$ cat src/stp_pkg.sv
// Shared types and constants of the stepper step/direction generator.
package stp_pkg;

   localparam int VALUE_W    = 32;
   localparam int PERIOD_W   = 16;
   localparam int QCOUNT_W   = 5;
   localparam int CSR_IDX_W  = 8;
   localparam int CSR_DATA_W = 32;

   typedef enum logic [2:0] {
      FUNC_TICK     = 3'd0,
      FUNC_MOVE     = 3'd1,
      FUNC_ENQUEUE  = 3'd2,
      FUNC_LOAD     = 3'd3,
      FUNC_ZERO_POS = 3'd4,
      FUNC_SET_POS  = 3'd5
   } func_type;

   localparam logic [CSR_IDX_W-1:0] CSR_STEP_PERIOD = CSR_IDX_W'(0);
   localparam logic [CSR_IDX_W-1:0] CSR_INVERT_DIR  = CSR_IDX_W'(1);

   typedef struct packed {
      logic                      step_pulse;
      logic                      direction;
      logic                      enable_n;
      logic                      busy_res;
      logic signed [VALUE_W-1:0] position;
      logic signed [VALUE_W-1:0] steps_remaining;
      logic [QCOUNT_W-1:0]       queue_count;
      logic                      queue_overflow;
   } rsp_word_type;

endpackage

$ cat src/stp_if.sv
// Channel interfaces: command words in, result words out, register writes.
interface stp_req_if;
   logic                                   valid;
   logic                                   ready;
   logic [2:0]                             func;
   logic signed [stp_pkg::VALUE_W-1:0]     value;

   modport source (output valid, output func, output value, input ready);
   modport sink   (input valid, input func, input value, output ready);
endinterface

interface stp_rsp_if;
   logic                                   valid;
   logic                                   ready;
   logic                                   step_pulse;
   logic                                   direction;
   logic                                   enable_n;
   logic                                   busy_res;
   logic signed [stp_pkg::VALUE_W-1:0]     position;
   logic signed [stp_pkg::VALUE_W-1:0]     steps_remaining;
   logic [stp_pkg::QCOUNT_W-1:0]           queue_count;
   logic                                   queue_overflow;

   modport source (output valid, output step_pulse, output direction, output enable_n,
                   output busy_res, output position, output steps_remaining,
                   output queue_count, output queue_overflow, input ready);
   modport sink   (input valid, input step_pulse, input direction, input enable_n,
                   input busy_res, input position, input steps_remaining,
                   input queue_count, input queue_overflow, output ready);
endinterface

interface stp_csr_if;
   logic                                   valid;
   logic                                   ready;
   logic [stp_pkg::CSR_IDX_W-1:0]          index;
   logic [stp_pkg::CSR_DATA_W-1:0]         data;

   modport source (output valid, output index, output data, input ready);
   modport sink   (input valid, input index, input data, output ready);
endinterface

$ cat src/stepper_step_dir_generator_queue.sv
// Stepper step/direction generator with a job FIFO held in a synchronous memory.
//
//  channel  dir  payload                                        taken when
//  req_ch   in   func, value                                    valid && ready
//  rsp_ch   out  pulse, direction, enable, position, remaining,  valid && ready
//                queue count, overflow
//  csr_ch   in   index, data                                    valid (ready is high)
//
// One word per cycle sustained while results are taken. Stage one issues the job
// memory read at the head pointer, stage two executes the command and writes the
// result register. An enqueue in execute that hits the address being read is
// forwarded. A stalled result holds stage two, which in turn holds req_ch ready
// low. Reset is synchronous and needs no sweep.
module stepper_step_dir_generator_queue #(
   parameter int QUEUE_DEPTH = 16,
   parameter int MICROSTEPS  = 16
) (
   input  logic      clock,
   input  logic      reset,
   stp_req_if.sink   req_ch,
   stp_rsp_if.source rsp_ch,
   stp_csr_if.sink   csr_ch
);
   import stp_pkg::*;

   localparam int IDX_W  = $clog2(QUEUE_DEPTH);
   localparam int CNT_W  = $clog2(QUEUE_DEPTH + 1);
   localparam int MS_W   = $clog2(MICROSTEPS + 1) + 1;
   localparam int PROD_W = VALUE_W + MS_W;
   localparam logic signed [PROD_W-1:0] SAT_MAX = PROD_W'(64'sh7FFF_FFFF);
   localparam logic signed [PROD_W-1:0] SAT_MIN = -(PROD_W'(64'sh8000_0000));
   localparam logic signed [MS_W-1:0]   MS_S    = MS_W'(MICROSTEPS);

   // configuration
   logic [PERIOD_W-1:0] period_ff;
   logic                invert_ff;

   // architectural state
   logic [VALUE_W-1:0]  rem_ff, rem_in;
   logic [PERIOD_W-1:0] delay_ff, delay_in;
   logic [VALUE_W-1:0]  pos_ff, pos_in;
   logic                dir_ff, dir_in;
   logic [IDX_W-1:0]    head_ff, head_in;
   logic [IDX_W-1:0]    tail_ff, tail_in;
   logic [CNT_W-1:0]    cnt_ff, cnt_in;

   // stage two (execute) registers
   logic                s1_valid_ff;
   logic [2:0]          s1_func_ff;
   logic [VALUE_W-1:0]  s1_value_ff;
   logic [VALUE_W-1:0]  s1_move_ff;
   logic [VALUE_W-1:0]  rd_ff;
   logic                fwd_ff;
   logic [VALUE_W-1:0]  fwd_data_ff;

   // result register
   logic                rsp_valid_ff;
   rsp_word_type        rsp_ff, rsp_in;

   logic [VALUE_W-1:0]  job_mem [QUEUE_DEPTH];

   logic                s1_fire, s1_load, mem_we;
   logic [IDX_W-1:0]    head_nx, tail_nx;
   logic [VALUE_W-1:0]  rem_nx, pos_nx, job_data;
   logic [PERIOD_W-1:0] delay_nx;
   logic [CNT_W-1:0]    cnt_nx;
   logic                dir_nx;
   logic signed [PROD_W-1:0] prod;
   logic [VALUE_W-1:0]  move_val;

   function automatic logic [IDX_W-1:0] next_slot(input logic [IDX_W-1:0] i);
      return (i == IDX_W'(QUEUE_DEPTH - 1)) ? '0 : i + 1'b1;
   endfunction

   assign s1_fire      = s1_valid_ff && (!rsp_valid_ff || rsp_ch.ready);
   assign req_ch.ready = !s1_valid_ff || s1_fire;
   assign s1_load      = req_ch.valid && req_ch.ready;
   assign csr_ch.ready = 1'b1;

   // move scaling with saturation, done as the word enters
   always_comb begin
      prod = PROD_W'($signed(req_ch.value)) * PROD_W'(MS_S);
      priority if (prod > SAT_MAX) begin
         move_val = 32'h7FFF_FFFF;
      end else if (prod < SAT_MIN) begin
         move_val = 32'h8000_0000;
      end else begin
         move_val = prod[VALUE_W-1:0];
      end
   end

   assign job_data = fwd_ff ? fwd_data_ff : rd_ff;

   // execute
   always_comb begin
      logic up;
      logic busy_pre;
      func_type f;
      up       = !rem_ff[VALUE_W-1];
      busy_pre = (rem_ff != '0);
      f        = func_type'(s1_func_ff);
      rem_nx   = rem_ff;
      delay_nx = delay_ff;
      pos_nx   = pos_ff;
      dir_nx   = dir_ff;
      head_nx  = head_ff;
      tail_nx  = tail_ff;
      cnt_nx   = cnt_ff;
      mem_we   = 1'b0;
      rsp_in   = '0;
      unique case (f)
         FUNC_TICK: begin
            if (busy_pre) begin
               dir_nx = up ^ invert_ff;
               if (delay_ff >= period_ff) begin
                  rsp_in.step_pulse = 1'b1;
                  delay_nx = '0;
                  pos_nx   = up ? pos_ff + 1'b1 : pos_ff - 1'b1;
                  rem_nx   = up ? rem_ff - 1'b1 : rem_ff + 1'b1;
               end else begin
                  delay_nx = delay_ff + 1'b1;
               end
            end
         end
         FUNC_MOVE: rem_nx = s1_move_ff;
         FUNC_ENQUEUE: begin
            if (cnt_ff >= CNT_W'(QUEUE_DEPTH)) begin
               rsp_in.queue_overflow = 1'b1;
            end else begin
               mem_we  = 1'b1;
               tail_nx = next_slot(tail_ff);
               cnt_nx  = cnt_ff + 1'b1;
            end
         end
         FUNC_LOAD: begin
            if (cnt_ff != '0) begin
               rem_nx  = job_data;
               head_nx = next_slot(head_ff);
               cnt_nx  = cnt_ff - 1'b1;
            end else begin
               rem_nx = '0;
            end
         end
         FUNC_ZERO_POS: pos_nx = '0;
         FUNC_SET_POS:  pos_nx = s1_value_ff;
         default: ;
      endcase
      rsp_in.direction       = dir_nx;
      rsp_in.busy_res        = (f == FUNC_TICK) ? busy_pre : (rem_nx != '0);
      rsp_in.enable_n        = !rsp_in.busy_res;
      rsp_in.position        = pos_nx;
      rsp_in.steps_remaining = rem_nx;
      rsp_in.queue_count     = QCOUNT_W'(cnt_nx);
   end

   always_comb begin
      rem_in   = s1_fire ? rem_nx   : rem_ff;
      delay_in = s1_fire ? delay_nx : delay_ff;
      pos_in   = s1_fire ? pos_nx   : pos_ff;
      dir_in   = s1_fire ? dir_nx   : dir_ff;
      head_in  = s1_fire ? head_nx  : head_ff;
      tail_in  = s1_fire ? tail_nx  : tail_ff;
      cnt_in   = s1_fire ? cnt_nx   : cnt_ff;
   end

   always_ff @(posedge clock) begin
      if (reset) begin
         period_ff    <= '0;
         invert_ff    <= 1'b0;
         rem_ff       <= '0;
         delay_ff     <= '0;
         pos_ff       <= '0;
         dir_ff       <= 1'b0;
         head_ff      <= '0;
         tail_ff      <= '0;
         cnt_ff       <= '0;
         s1_valid_ff  <= 1'b0;
         rsp_valid_ff <= 1'b0;
      end else begin
         if (csr_ch.valid) begin
            if (csr_ch.index == CSR_STEP_PERIOD) period_ff <= csr_ch.data[PERIOD_W-1:0];
            if (csr_ch.index == CSR_INVERT_DIR)  invert_ff <= csr_ch.data[0];
         end
         rem_ff   <= rem_in;
         delay_ff <= delay_in;
         pos_ff   <= pos_in;
         dir_ff   <= dir_in;
         head_ff  <= head_in;
         tail_ff  <= tail_in;
         cnt_ff   <= cnt_in;
         if (s1_load) begin
            s1_valid_ff <= 1'b1;
         end else if (s1_fire) begin
            s1_valid_ff <= 1'b0;
         end
         if (s1_fire) begin
            rsp_valid_ff <= 1'b1;
         end else if (rsp_ch.ready) begin
            rsp_valid_ff <= 1'b0;
         end
      end
   end

   // payload registers
   always_ff @(posedge clock) begin
      if (s1_load) begin
         s1_func_ff  <= req_ch.func;
         s1_value_ff <= req_ch.value;
         s1_move_ff  <= move_val;
         // an enqueue retiring now writes the slot this word reads
         fwd_ff      <= s1_fire && mem_we && (tail_ff == head_in);
         fwd_data_ff <= s1_value_ff;
      end
      if (s1_fire) begin
         rsp_ff <= rsp_in;
      end
   end

   // job memory
   always_ff @(posedge clock) begin
      if (s1_fire && mem_we) begin
         job_mem[tail_ff] <= s1_value_ff;
      end
   end

   always_ff @(posedge clock) begin
      if (s1_load) begin
         rd_ff <= job_mem[head_in];
      end
   end

   assign rsp_ch.valid           = rsp_valid_ff;
   assign rsp_ch.step_pulse      = rsp_ff.step_pulse;
   assign rsp_ch.direction       = rsp_ff.direction;
   assign rsp_ch.enable_n        = rsp_ff.enable_n;
   assign rsp_ch.busy_res        = rsp_ff.busy_res;
   assign rsp_ch.position        = rsp_ff.position;
   assign rsp_ch.steps_remaining = rsp_ff.steps_remaining;
   assign rsp_ch.queue_count     = rsp_ff.queue_count;
   assign rsp_ch.queue_overflow  = rsp_ff.queue_overflow;

   a_cnt_bound: assert property (@(posedge clock) disable iff (reset)
      cnt_ff <= CNT_W'(QUEUE_DEPTH))
      else $error("job count above queue depth");

   a_pulse_busy: assert property (@(posedge clock) disable iff (reset)
      rsp_valid_ff && rsp_ff.step_pulse |-> rsp_ff.busy_res && !rsp_ff.enable_n)
      else $error("step pulse without steps remaining");

   a_fire_result: assert property (@(posedge clock) disable iff (reset)
      s1_fire |=> rsp_valid_ff)
      else $error("executed word left no result");

   a_stall_hold: assert property (@(posedge clock) disable iff (reset)
      !req_ch.ready |-> s1_valid_ff && rsp_valid_ff && !rsp_ch.ready)
      else $error("input stalled without a blocked result");

   a_ptr_track: assert property (@(posedge clock) disable iff (reset)
      s1_fire && mem_we |=> tail_ff != $past(tail_ff) || QUEUE_DEPTH == 1)
      else $error("enqueue did not advance tail");

endmodule

$ cat src/flat_wrapper.sv
// flat-port wrapper written by rule: the top's interface ports become plain ports
module stepper_step_dir_generator_queue_flat import stp_pkg::*;
#(
   parameter int QUEUE_DEPTH = 16,
   parameter int MICROSTEPS  = 16
)
  (clock, reset, req_ch_valid, req_ch_func, req_ch_value, req_ch_ready, rsp_ch_valid, rsp_ch_step_pulse, rsp_ch_direction, rsp_ch_enable_n, rsp_ch_busy_res, rsp_ch_position, rsp_ch_steps_remaining, rsp_ch_queue_count, rsp_ch_queue_overflow, rsp_ch_ready, csr_ch_valid, csr_ch_index, csr_ch_data, csr_ch_ready);
  stp_req_if req_ch_i ();
  stp_rsp_if rsp_ch_i ();
  stp_csr_if csr_ch_i ();
  input  logic clock;
  input  logic reset;
  input wire logic [$bits(req_ch_i.valid)-1:0] req_ch_valid;
  input wire logic [$bits(req_ch_i.func)-1:0] req_ch_func;
  input wire logic [$bits(req_ch_i.value)-1:0] req_ch_value;
  output wire logic [$bits(req_ch_i.ready)-1:0] req_ch_ready;
  output wire logic [$bits(rsp_ch_i.valid)-1:0] rsp_ch_valid;
  output wire logic [$bits(rsp_ch_i.step_pulse)-1:0] rsp_ch_step_pulse;
  output wire logic [$bits(rsp_ch_i.direction)-1:0] rsp_ch_direction;
  output wire logic [$bits(rsp_ch_i.enable_n)-1:0] rsp_ch_enable_n;
  output wire logic [$bits(rsp_ch_i.busy_res)-1:0] rsp_ch_busy_res;
  output wire logic [$bits(rsp_ch_i.position)-1:0] rsp_ch_position;
  output wire logic [$bits(rsp_ch_i.steps_remaining)-1:0] rsp_ch_steps_remaining;
  output wire logic [$bits(rsp_ch_i.queue_count)-1:0] rsp_ch_queue_count;
  output wire logic [$bits(rsp_ch_i.queue_overflow)-1:0] rsp_ch_queue_overflow;
  input wire logic [$bits(rsp_ch_i.ready)-1:0] rsp_ch_ready;
  input wire logic [$bits(csr_ch_i.valid)-1:0] csr_ch_valid;
  input wire logic [$bits(csr_ch_i.index)-1:0] csr_ch_index;
  input wire logic [$bits(csr_ch_i.data)-1:0] csr_ch_data;
  output wire logic [$bits(csr_ch_i.ready)-1:0] csr_ch_ready;
  assign req_ch_i.valid = req_ch_valid;
  assign req_ch_i.func = req_ch_func;
  assign req_ch_i.value = req_ch_value;
  assign req_ch_ready = req_ch_i.ready;
  assign rsp_ch_valid = rsp_ch_i.valid;
  assign rsp_ch_step_pulse = rsp_ch_i.step_pulse;
  assign rsp_ch_direction = rsp_ch_i.direction;
  assign rsp_ch_enable_n = rsp_ch_i.enable_n;
  assign rsp_ch_busy_res = rsp_ch_i.busy_res;
  assign rsp_ch_position = rsp_ch_i.position;
  assign rsp_ch_steps_remaining = rsp_ch_i.steps_remaining;
  assign rsp_ch_queue_count = rsp_ch_i.queue_count;
  assign rsp_ch_queue_overflow = rsp_ch_i.queue_overflow;
  assign rsp_ch_i.ready = rsp_ch_ready;
  assign csr_ch_i.valid = csr_ch_valid;
  assign csr_ch_i.index = csr_ch_index;
  assign csr_ch_i.data = csr_ch_data;
  assign csr_ch_ready = csr_ch_i.ready;
  stepper_step_dir_generator_queue #(.QUEUE_DEPTH(QUEUE_DEPTH), .MICROSTEPS(MICROSTEPS)) u_core (.clock(clock), .reset(reset), .req_ch(req_ch_i), .rsp_ch(rsp_ch_i), .csr_ch(csr_ch_i));
endmodule
$ cat config.mk
export PLATFORM = sky130hd
export DESIGN_NAME = stepper_step_dir_generator_queue_flat
export DESIGN_NICKNAME = d
export VERILOG_FILES = /design/src/stp_pkg.sv /design/src/stp_if.sv /design/src/stepper_step_dir_generator_queue.sv /design/src/flat_wrapper.sv
export SDC_FILE = /design/constraint.sdc
export NUM_CORES = 1
export LEC_CHECK = 0
export BUFFER_PORTS_ARGS = -buffer_cell sky130_fd_sc_hd__buf_2
export CAP_MARGIN = 40
export CORE_UTILIZATION = 30
export DETAILED_ROUTE_END_ITERATION = 7
export MAX_ROUTING_LAYER = met4
export PLACE_DENSITY = 0.55
export SLEW_MARGIN = 20
export SYNTH_ARGS = -nofsm -noshare
export SYNTH_HDL_FRONTEND = slang
export SYNTH_SLANG_ARGS = --single-unit
$ cat constraint.sdc
create_clock -name clock -period 5.5 [get_ports clock]
set_input_delay 0.275 -clock clock [delete_from_list [all_inputs] [get_ports clock]]
set_output_delay 0.275 -clock clock [all_outputs]
set_load 0.005 [all_outputs]
==> results of run 1 <==
-- registers in the layout, indices dropped and copies added (netlist names), 5 cells and up --
register	flops
u_core.job_mem	512
u_core.rsp_ch.position	32
u_core.cnt_ff	5
u_core.pos_ff	32
u_core.s1_value_ff	32
u_core.rsp_ch.steps_remaining	32
u_core.delay_ff	16
u_core.rd_ff	32
u_core.rsp_ch.queue_count	5
u_core.period_ff	16
u_core.s1_move_ff	29
u_core.rem_ff	32
u_core.fwd_data_ff	32
-- what timing repair did --
| item | CTS | global route |
|---|---|---|
| endpoints found under the setup margin | 0 | 0 |
| hold buffers | 63 | 0 |
| endpoints found under the hold margin | 78 | 0 |
-- critical path: cells and delay by family (launching register included) --
kind | cells | cell delay [ns]
adder cells (fa/ha/maj) | 1 | 0.39
flip-flops | 1 | 0.31
buffers and inverters | 2 | 0.36
XOR/XNOR | 1 | 0.10
AND/OR/NAND/NOR | 3 | 1.07
AO/OA/AOI/OAI | 7 | 1.95
-- routing by layer --
layer	up-vias	share of wire	wire length, µm
li1	9880	-	-
met1	11200	0.45	43900
met2	681	0.48	46700
met3	134	0.056	5530
met4	0	0.021	2090
met5	-	0	0
-- report_power, final --
part           switching [W]  leakage, nW  internal [W]
Clock                0.00250         1.41       0.00346
Combinational       0.000720         6.09      0.000453
Sequential          0.000134         7.49       0.00696
-- per-stage QoR --
stage | instance area (µm²) | utilization | std cells | worst slack [ns]
final | 42800 | 0.361 | 4305 | 1.04
after global routing | 42800 | 0.361 | 4304 | 0.871
after CTS | 42700 | 0.360 | 4301 | 1.07
after detailed placement | 39200 | 0.331 | 4074 | 1.10
after global placement | 39000 | 0.329 | 4066 | 1.08
after floorplan | 36000 | - | 2378 | 0.650
-- final timing paths --
check                    start                endpoint  slack, ns
max          u_core.rem_ff[31]  u_core.rsp_ch.busy_res       1.04
min            csr_ch_index[0]     u_core.period_ff[0]       0.05
max reg2reg  u_core.rem_ff[31]  u_core.rsp_ch.busy_res       1.04
min reg2reg      u_core.dir_ff           u_core.dir_ff       0.49
-- area by class of cell --
type | count | area share
Timing Repair Buffer | 279 | 0.0507
Antenna cell | 1 | 0.0000585
Inverter | 64 | 0.00573
Multi-Input combinational cell | 1369 | 0.274
Clock inverter | 55 | 0.0131
Tap cell | 1600 | 0.0468
Sequential cell | 828 | 0.555
Clock buffer | 109 | 0.0545
-- synth_stat cells (all sizes together), types with 12 or more instances --
cell,number
nor3,43
edfxtp,715
nor2,164
clkbuf,83
dfxtp,113
o21ai,98
a21o,44
xnor2,38
a221oi,17
nand4,16
nand2,143
or3,12
mux2,12
o21a,41
nand2b,13
xor2,33
mux4,160
a22oi,14
a21oi,163
nand3,25
buf,33
a211oi,16
mux2i,46
ha,85
nor4,17
inv,64
and3,12
a222oi,12
o21bai,13
-- logic make-up after synthesis --
kind of cell    after synthesis
flops                       828
compound gates              509
simple gates                483
mux                         218
buf+inv                     181
fa+ha+maj                    87
xor+xnor                     71
other cells                   1
==> run metrics, run 1 <==
vias in the first global route=roughly 21000; Seq cells post-synth=just over 800; Yosys Warn Count=0; # nets final=about 2800; Critical Path RT=between 5 and 6 ns; Final period util=0.810; hold_ws=between 0.05 and 0.06 ns; Crit Path Class=flop to flop; DRC=0; synthesized area per cell=between 15 and 20 µm²; Die Y=about 350 µm; Top Usage Layer GRT=met2; clk slew on worst S/H paths=about 0.060 ns; share of the synthesized area in the top cell type=0.596; fraction of layout cells with a size suffix above 1=0.214; crit-path cells=inv_1 > buf_4 > ha_1 > a21o_1 > a221oi_2 > o31ai_2 > a211o_1 > a21oi_2 > xnor2_1 > a221o_1 > nor4_1 > nand4_1 > and4b_1 > a32oi_1; GPL Wtd Cong=around 0.9; CTS Sinks=about 830; commonest non-fill, non-tap cell in the layout=edfxtp_1; setup TNS=0 ns; M3 GR Usage=0.0220; synth unique cells=87; TritonCTS clock tree=built; fill count=approximately 11000; initial core utilization=0.304; # rows=between 100 and 150; post-synthesis mux area share=0.117; Wirelength per Cell=between 20 and 25 µm; Area growth syn-to-layout=18.7%; worst slew pin tran=between 0.9 and 1 ns; footprint of the multi-input gates=around 12000 µm²; area occupied by registers=23700 µm²; hold crit path type=input pin to flop; Relative slew margins=0.363; Antenna Nets Post-Route=0; Post-Synth Simple-Gate Area=0.0616; Pwr Total=~0.014 W; met2 Usage GRT=0.259; Die ar.=~120000 µm²; met1 usage=0.222; Max Freq=between 200 and 250 MHz; top fanout value on the critical path=18; CTS max path bufs=3; final wirelength=98200 µm; H-tree levels=3; XOR/XNOR Fraction of Synth Area=0.0173; max-slew violation count=0; Post-CTS Setup Inserts=0; Slowest Stage Delay on Critical Path=between 0.4 and 0.5 ns; number of port buffers=roughly 140; CP startpoint kind=flop; max_cap viols=0; worst skew pair latency=0.66 ns; Ports=157; Post-Synth Adder-Cell Area=0.0306; Fin Clk Skew=about 0.022 ns; most frequent cells in the layout=715 x edfxtp_1, 160 x mux4_2, 158 x a21oi_1, 148 x nor2_1, 142 x nand2_1; hpwl dp=roughly 65000 µm; status=finished clean; sequential element share of the synthesized area=0.658; total leakage power=around 15 nW; number of synthesized flops with an enable pin=715; core area=approximately 120000 µm²; Main synth FF type=edfxtp_1; post-synthesis cell area=about 36000 µm²; vias=around 22000; global-route wire length before repair=between 100000 and 150000 µm; largest net degree at the start of global routing=between 100 and 150; combinational family with the most area after synthesis=multiplexers; die extent in x=between 300 and 400 µm; Crit. End Element=flop; Area contributors post-synth=edfxtp_1 60%, mux4_2 10%, dfxtp_1 6.3%; Overflow after GRT=0; Worst path slowest cell=a221o_1; fin crit period=~4.5 ns; syn_nets=about 2500; final setup vio count=0; R2R depth=14; Cells after Synth=~2400; DR iter-0 viols=1817; vias per cell=5.09; total CTS buffers=just under 90; initial antenna violation count=1; Hold Path Depth=4; Total GRT Usage=0.164; RSZ-0062 raised after global routing=false; post_cts resized=0; most area-hungry cell type in the Yosys netlist=edfxtp_1; data arrival time of the critical path=~4.8 ns; Max IR drop VDD=0.208 mV; PwrDens=roughly 330 nW/µm²; final hold violations=0; async set-reset flop share out of synthesis=0; root buf cell=clkbuf_16; DRT Pass-1 Iters=5; compound-gate portion of the synthesized area=0.0945
(Power assumes the default switching activity.)
==> run 2, diff against run 1 <==
==> constraint.sdc (replaced) <==
create_clock -name clock -period 4.6 [get_ports clock]
set_input_delay 0.23 -clock clock [delete_from_list [all_inputs] [get_ports clock]]
set_output_delay 0.23 -clock clock [all_outputs]
set_load 0.005 [all_outputs]
==> run metrics, run 2 (synthesis gave the netlist of run 1 again) <==
Ports=approximately 160; Pwr Total=0.0171 W; Psw=~0.0040 W; largest net degree at the start of global routing=86; hold crit path type=input pin to flop; Die Y=between 300 and 400 µm; H-tree levels=3; setup TNS=0 ns; largest register by flop count=u_core.job_mem; worst slack, placed=roughly 0.35 ns; total CTS buffers=89; Critical Path RT=about 5 ns; global-route wire length before repair=around 140000 µm; total leakage power=~15 nW; flop-to-flop setup slack=roughly 0.28 ns; Crit. End Element=flop; CTS Sinks=828; Wirelength per Cell=between 20 and 25 µm; root buf cell=clkbuf_16; vias per cell=about 5; top fanout value on the critical path=27; worst slew pin tran=0.923 ns; CTS max path bufs=3; Int Pwr=0.0131 W; initial antenna violation count=3; DRT Pass-1 Iters=5; core area=between 100000 and 150000 µm²; max reg flops=slightly above 500; initial core utilization=0.304; max-slew violation count=0; Max Freq=between 200 and 250 MHz; commonest non-fill, non-tap cell in the layout=edfxtp_1; Overflow after GRT=0; data arrival time of the critical path=about 4.7 ns; RSZ-0062 raised after global routing=false; final hold violations=0; Area growth syn-to-layout=19.3%; PwrDens=approximately 400 nW/µm²; # rows=roughly 130; GPL Wtd Cong=0.880; post_cts resized=0; final setup vio count=0; clock share of power=0.422; TritonCTS clock tree=built; Crit Path Class=flop to flop; Die ar.=~120000 µm²; vias in the first global route=approximately 22000; fraction of layout cells with a size suffix above 1=0.222; hpwl dp=approximately 64000 µm; combinational share of power=0.083; status=finished clean; Total GRT Usage=0.166; most frequent cells in the layout=715 x edfxtp_1, 160 x mux4_2, 158 x a21oi_1, 148 x nor2_1, 142 x nand2_1; DRC=0; max_cap viols=0; # nets final=2825; fin crit period=4.32 ns; vias=roughly 22000; clk slew on worst S/H paths=roughly 0.060 ns; die extent in x=349 µm; Final period util=0.939; number of port buffers=approximately 140; worst skew pair latency=around 0.65 ns; sequential share of power=0.495; Relative slew margins=0.385; Max IR drop VDD=approximately 0.25 mV; CP startpoint kind=flop; DR iter-0 viols=between 2000 and 2500; final wirelength=98900 µm; post-route worst setup slack=around 0.28 ns; Antenna Nets Post-Route=0; Fin Clk Skew=slightly above 0.03 ns; Sw Share=0.235
-- run 2: cell types whose count changed in the layout (fill, tap and decap cells not counted), sizes merged --
cell / change
clkinv: -2
clkbuf: -2
clkinvlp: +2
bufinv: +2
buf: +25
dlygate4sd3: +2
-- run 2: stage by stage --
step	cells	hold WS (ns)	instance area, µm²	utilization
6_report	4332	0.284	43000	0.363
5_1_grt	4331	0.340	43000	0.363
4_1_cts	4329	0.254	43000	0.363
3_5_place_dp	4100	0.446	39400	0.332
3_3_place_gp	4095	0.446	39300	0.332
2_1_floorplan	2378	0.329	36100	-
-- run 2: timing repair --
action	4_1_cts	5_1_grt
buffers inserted	0	0
endpoints found under the hold margin	91	0
endpoints found under the setup margin	0	0
hold buffers	65	0
-- run 2: power groups by stage --
stage	Clock, W	Combinational [W]	Sequential (W)
CTS	0.00741	0.00142	0.00849
global placement	0	0.00137	0.00865
floorplan	0	0.000890	0.00858
detailed placement	0	0.00137	0.00865
finish	0.00724	0.00142	0.00849
global route	0.00767	0.00154	0.00851
-- run 2: critical path, cell delays in order, from the launching register on --
cell and delay, ns:
dfxtp_1 0.35, inv_1 0.07, ha_1 0.29, nand2b_1 0.15, a2111oi_0 0.44, o31ai_1 0.18
a21oi_1 0.40, or2_2 0.54, buf_4 0.23, a21oi_1 0.06, a2bb2oi_1 0.15, nor4b_1 0.34
nand4_1 0.28, and4b_1 0.40, a32oi_1 0.12
-- run 2: cell type report --
class	instances	area [µm²]
clock buffers	107	2320
well taps	1600	2000
flip-flops and latches	828	23700
multi-input cells	1369	11800
diodes	1	2.50
clock inverters	57	613
inverters	64	245
repair buffers	306	2320
fillers	11300	75600
-- run 2: worst paths after layout --
check	from	end	cells after the start
max	u_core.delay_ff[0]	u_core.rsp_ch.busy_res	14
min	csr_ch_index[4]	u_core.period_ff[14]	7
max reg2reg	u_core.delay_ff[0]	u_core.rsp_ch.busy_res	14
min reg2reg	u_core.period_ff[14]	u_core.period_ff[14]	2
-- run 2: per-layer routing --
layer | vias to the layer above | global-route usage | wire length (µm)
met2 | 657 | 0.265 | 47300
met1 | 11200 | 0.222 | 44300
met3 | 148 | 0.0205 | 5150
li1 | 9939 | - | -
met5 | - | - | 0
met4 | 0 | 0.0451 | 2240
==> run 3, diff against run 2 <==
--- a/config.mk
+++ b/config.mk
@@ -8,9 +8,10 @@
 export BUFFER_PORTS_ARGS = -buffer_cell sky130_fd_sc_hd__buf_2
 export CAP_MARGIN = 40
 export CORE_UTILIZATION = 30
+export CTS_BUF_LIST = sky130_fd_sc_hd__clkbuf_16
 export DETAILED_ROUTE_END_ITERATION = 7
 export MAX_ROUTING_LAYER = met4
-export PLACE_DENSITY = 0.55
+export PLACE_DENSITY = 0.45
 export SLEW_MARGIN = 20
 export SYNTH_ARGS = -nofsm -noshare
 export SYNTH_HDL_FRONTEND = slang
==> run metrics, run 3 (synthesis gave the netlist of run 1 again) <==
status=finished clean; hpwl dp=approximately 69000 µm; # rows=about 130; data arrival time of the critical path=4.71 ns; max_cap viols=0; setup TNS=0 ns; final hold violations=0; Wirelength per Cell=between 20 and 25 µm; vias per cell=5.06; initial antenna violation count=3; commonest non-fill, non-tap cell in the layout=edfxtp_1; global-route wire length before repair=154000 µm; Die ar.=approximately 120000 µm²; total CTS buffers=92; fill count=about 11000; DRT Pass-1 Iters=7; Area growth syn-to-layout=20.6%; GPL Wtd Cong=0.872; Die Y=~350 µm; largest register by flop count=u_core.job_mem; H-tree levels=3; top fanout value on the critical path=20; # nets final=roughly 2900; Hold Path Depth=5; met1 usage=0.238; DRC=0; Top Usage Layer GRT=met2; Max Freq=roughly 230 MHz; post-route worst setup slack=~0.28 ns; RSZ-0062 raised after global routing=false; vias in the first global route=about 23000; TritonCTS clock tree=built; CTS max path bufs=3; Final period util=0.939; DR iter-0 viols=between 1500 and 2000; M3 GR Usage=0.0229; worst skew pair latency=roughly 0.67 ns; CTS Sinks=between 800 and 900; Crit. End Element=flop; largest net degree at the start of global routing=between 70 and 80; Fin Clk Skew=approximately 0.035 ns; Crit Path Class=flop to flop; max-slew violation count=0; worst slack, placed=~0.29 ns; CP startpoint kind=flop; Max IR drop VDD=approximately 0.27 mV; core area=119000 µm²; post_cts resized=0; fin crit period=4.32 ns; root buf cell=clkbuf_16; total leakage power=between 15 and 20 nW; clk slew on worst S/H paths=approximately 0.060 ns; number of port buffers=139; Antenna Nets Post-Route=0; worst slew pin tran=0.857 ns; final wirelength=between 100000 and 150000 µm; area occupied by registers=approximately 24000 µm²; fraction of layout cells with a size suffix above 1=0.230; final setup vio count=0; Ports=roughly 160; Critical Path RT=roughly 5 ns; footprint of the multi-input gates=11800 µm²; hold crit path type=input pin to flop; R2R depth=14; met2 Usage GRT=0.287; Overflow after GRT=0; Core Util, Final=0.367; max reg flops=512; die extent in x=around 350 µm; vias=22100; PwrDens=~400 nW/µm²; initial core utilization=0.304; Relative slew margins=0.423; Total GRT Usage=0.178; most frequent cells in the layout=715 x edfxtp_1, 160 x mux4_2, 158 x a21oi_1, 148 x nor2_1, 142 x nand2_1
==> run 3: cell types whose count changed in the layout (fill, tap and decap cells not counted), sizes merged <==
cell and delta:
buf +32, clkbuf -12, clkinv +11, inv +11
dlygate4sd3 +9, bufinv -3, diode +2, clkinvlp -1
==> run 3: final timing paths <==
check	from	to	slack [ns]
max	u_core.rem_ff[31]	u_core.rsp_ch.busy_res	0.28
min	csr_ch_index[0]	u_core.period_ff[12]	0.18
max reg2reg	u_core.rem_ff[31]	u_core.rsp_ch.busy_res	0.28
min reg2reg	u_core.pos_ff[26]	u_core.pos_ff[26]	0.48
==> run 3: metal layers <==
| metal | vias up | wire length (µm) |
|---|---|---|
| met1 | 11400 | 48000 |
| met2 | 551 | 50900 |
| li1 | 10000 | - |
| met5 | - | 0 |
| met3 | 151 | 4730 |
| met4 | 0 | 2460 |
==> run 3: through the flow <==
step	area, µm²	total power (W)	hold WS, ns	cells
6_report	43500	0.0173	0.178	4381
5_1_grt	43500	0.0179	0.183	4379
4_1_cts	43300	0.0175	0.127	4371
3_5_place_dp	39600	0.0101	0.437	4127
3_3_place_gp	39500	0.0101	0.434	4119
2_1_floorplan	36100	0.00947	0.329	2378
==> run 3: timing repair <==
| action | in CTS | in global routing |
|---|---|---|
| hold buffers | 74 | 0 |
| setup buffers | 0 | 0 |
| endpoints found under the hold margin | 84 | 0 |
==> run 3: critical path: stages (launching register included) <==
cell and delay [ns]:
dfxtp_2 0.33, inv_1 0.07, buf_12 0.16, fa_1 0.43, a21o_1 0.23, a221oi_2 0.32
o31ai_2 0.14, a211o_1 0.33, a21oi_2 0.24, xnor2_1 0.13, a221o_1 0.40, nor4_1 0.40
nand4_1 0.27, and4b_1 0.42, a32oi_1 0.13
==> run 3: power breakdown <==
group	switching, W	internal [W]	leakage (nW)	total (W)
clock network	0.00310	0.00421	1.53	0.00731
logic	0.000920	0.000606	6.39	0.00153
registers	0.000153	0.00832	7.49	0.00847
==> run 3: cell type report <==
type                            count  area share
Timing Repair Buffer              347      0.0620
Multi-Input combinational cell   1369       0.271
Clock inverter                     75      0.0146
Sequential cell                   828       0.546
Inverter                           64     0.00564
Tap cell                         1600      0.0461
Clock buffer                       95      0.0547
Antenna cell                        3    0.000173
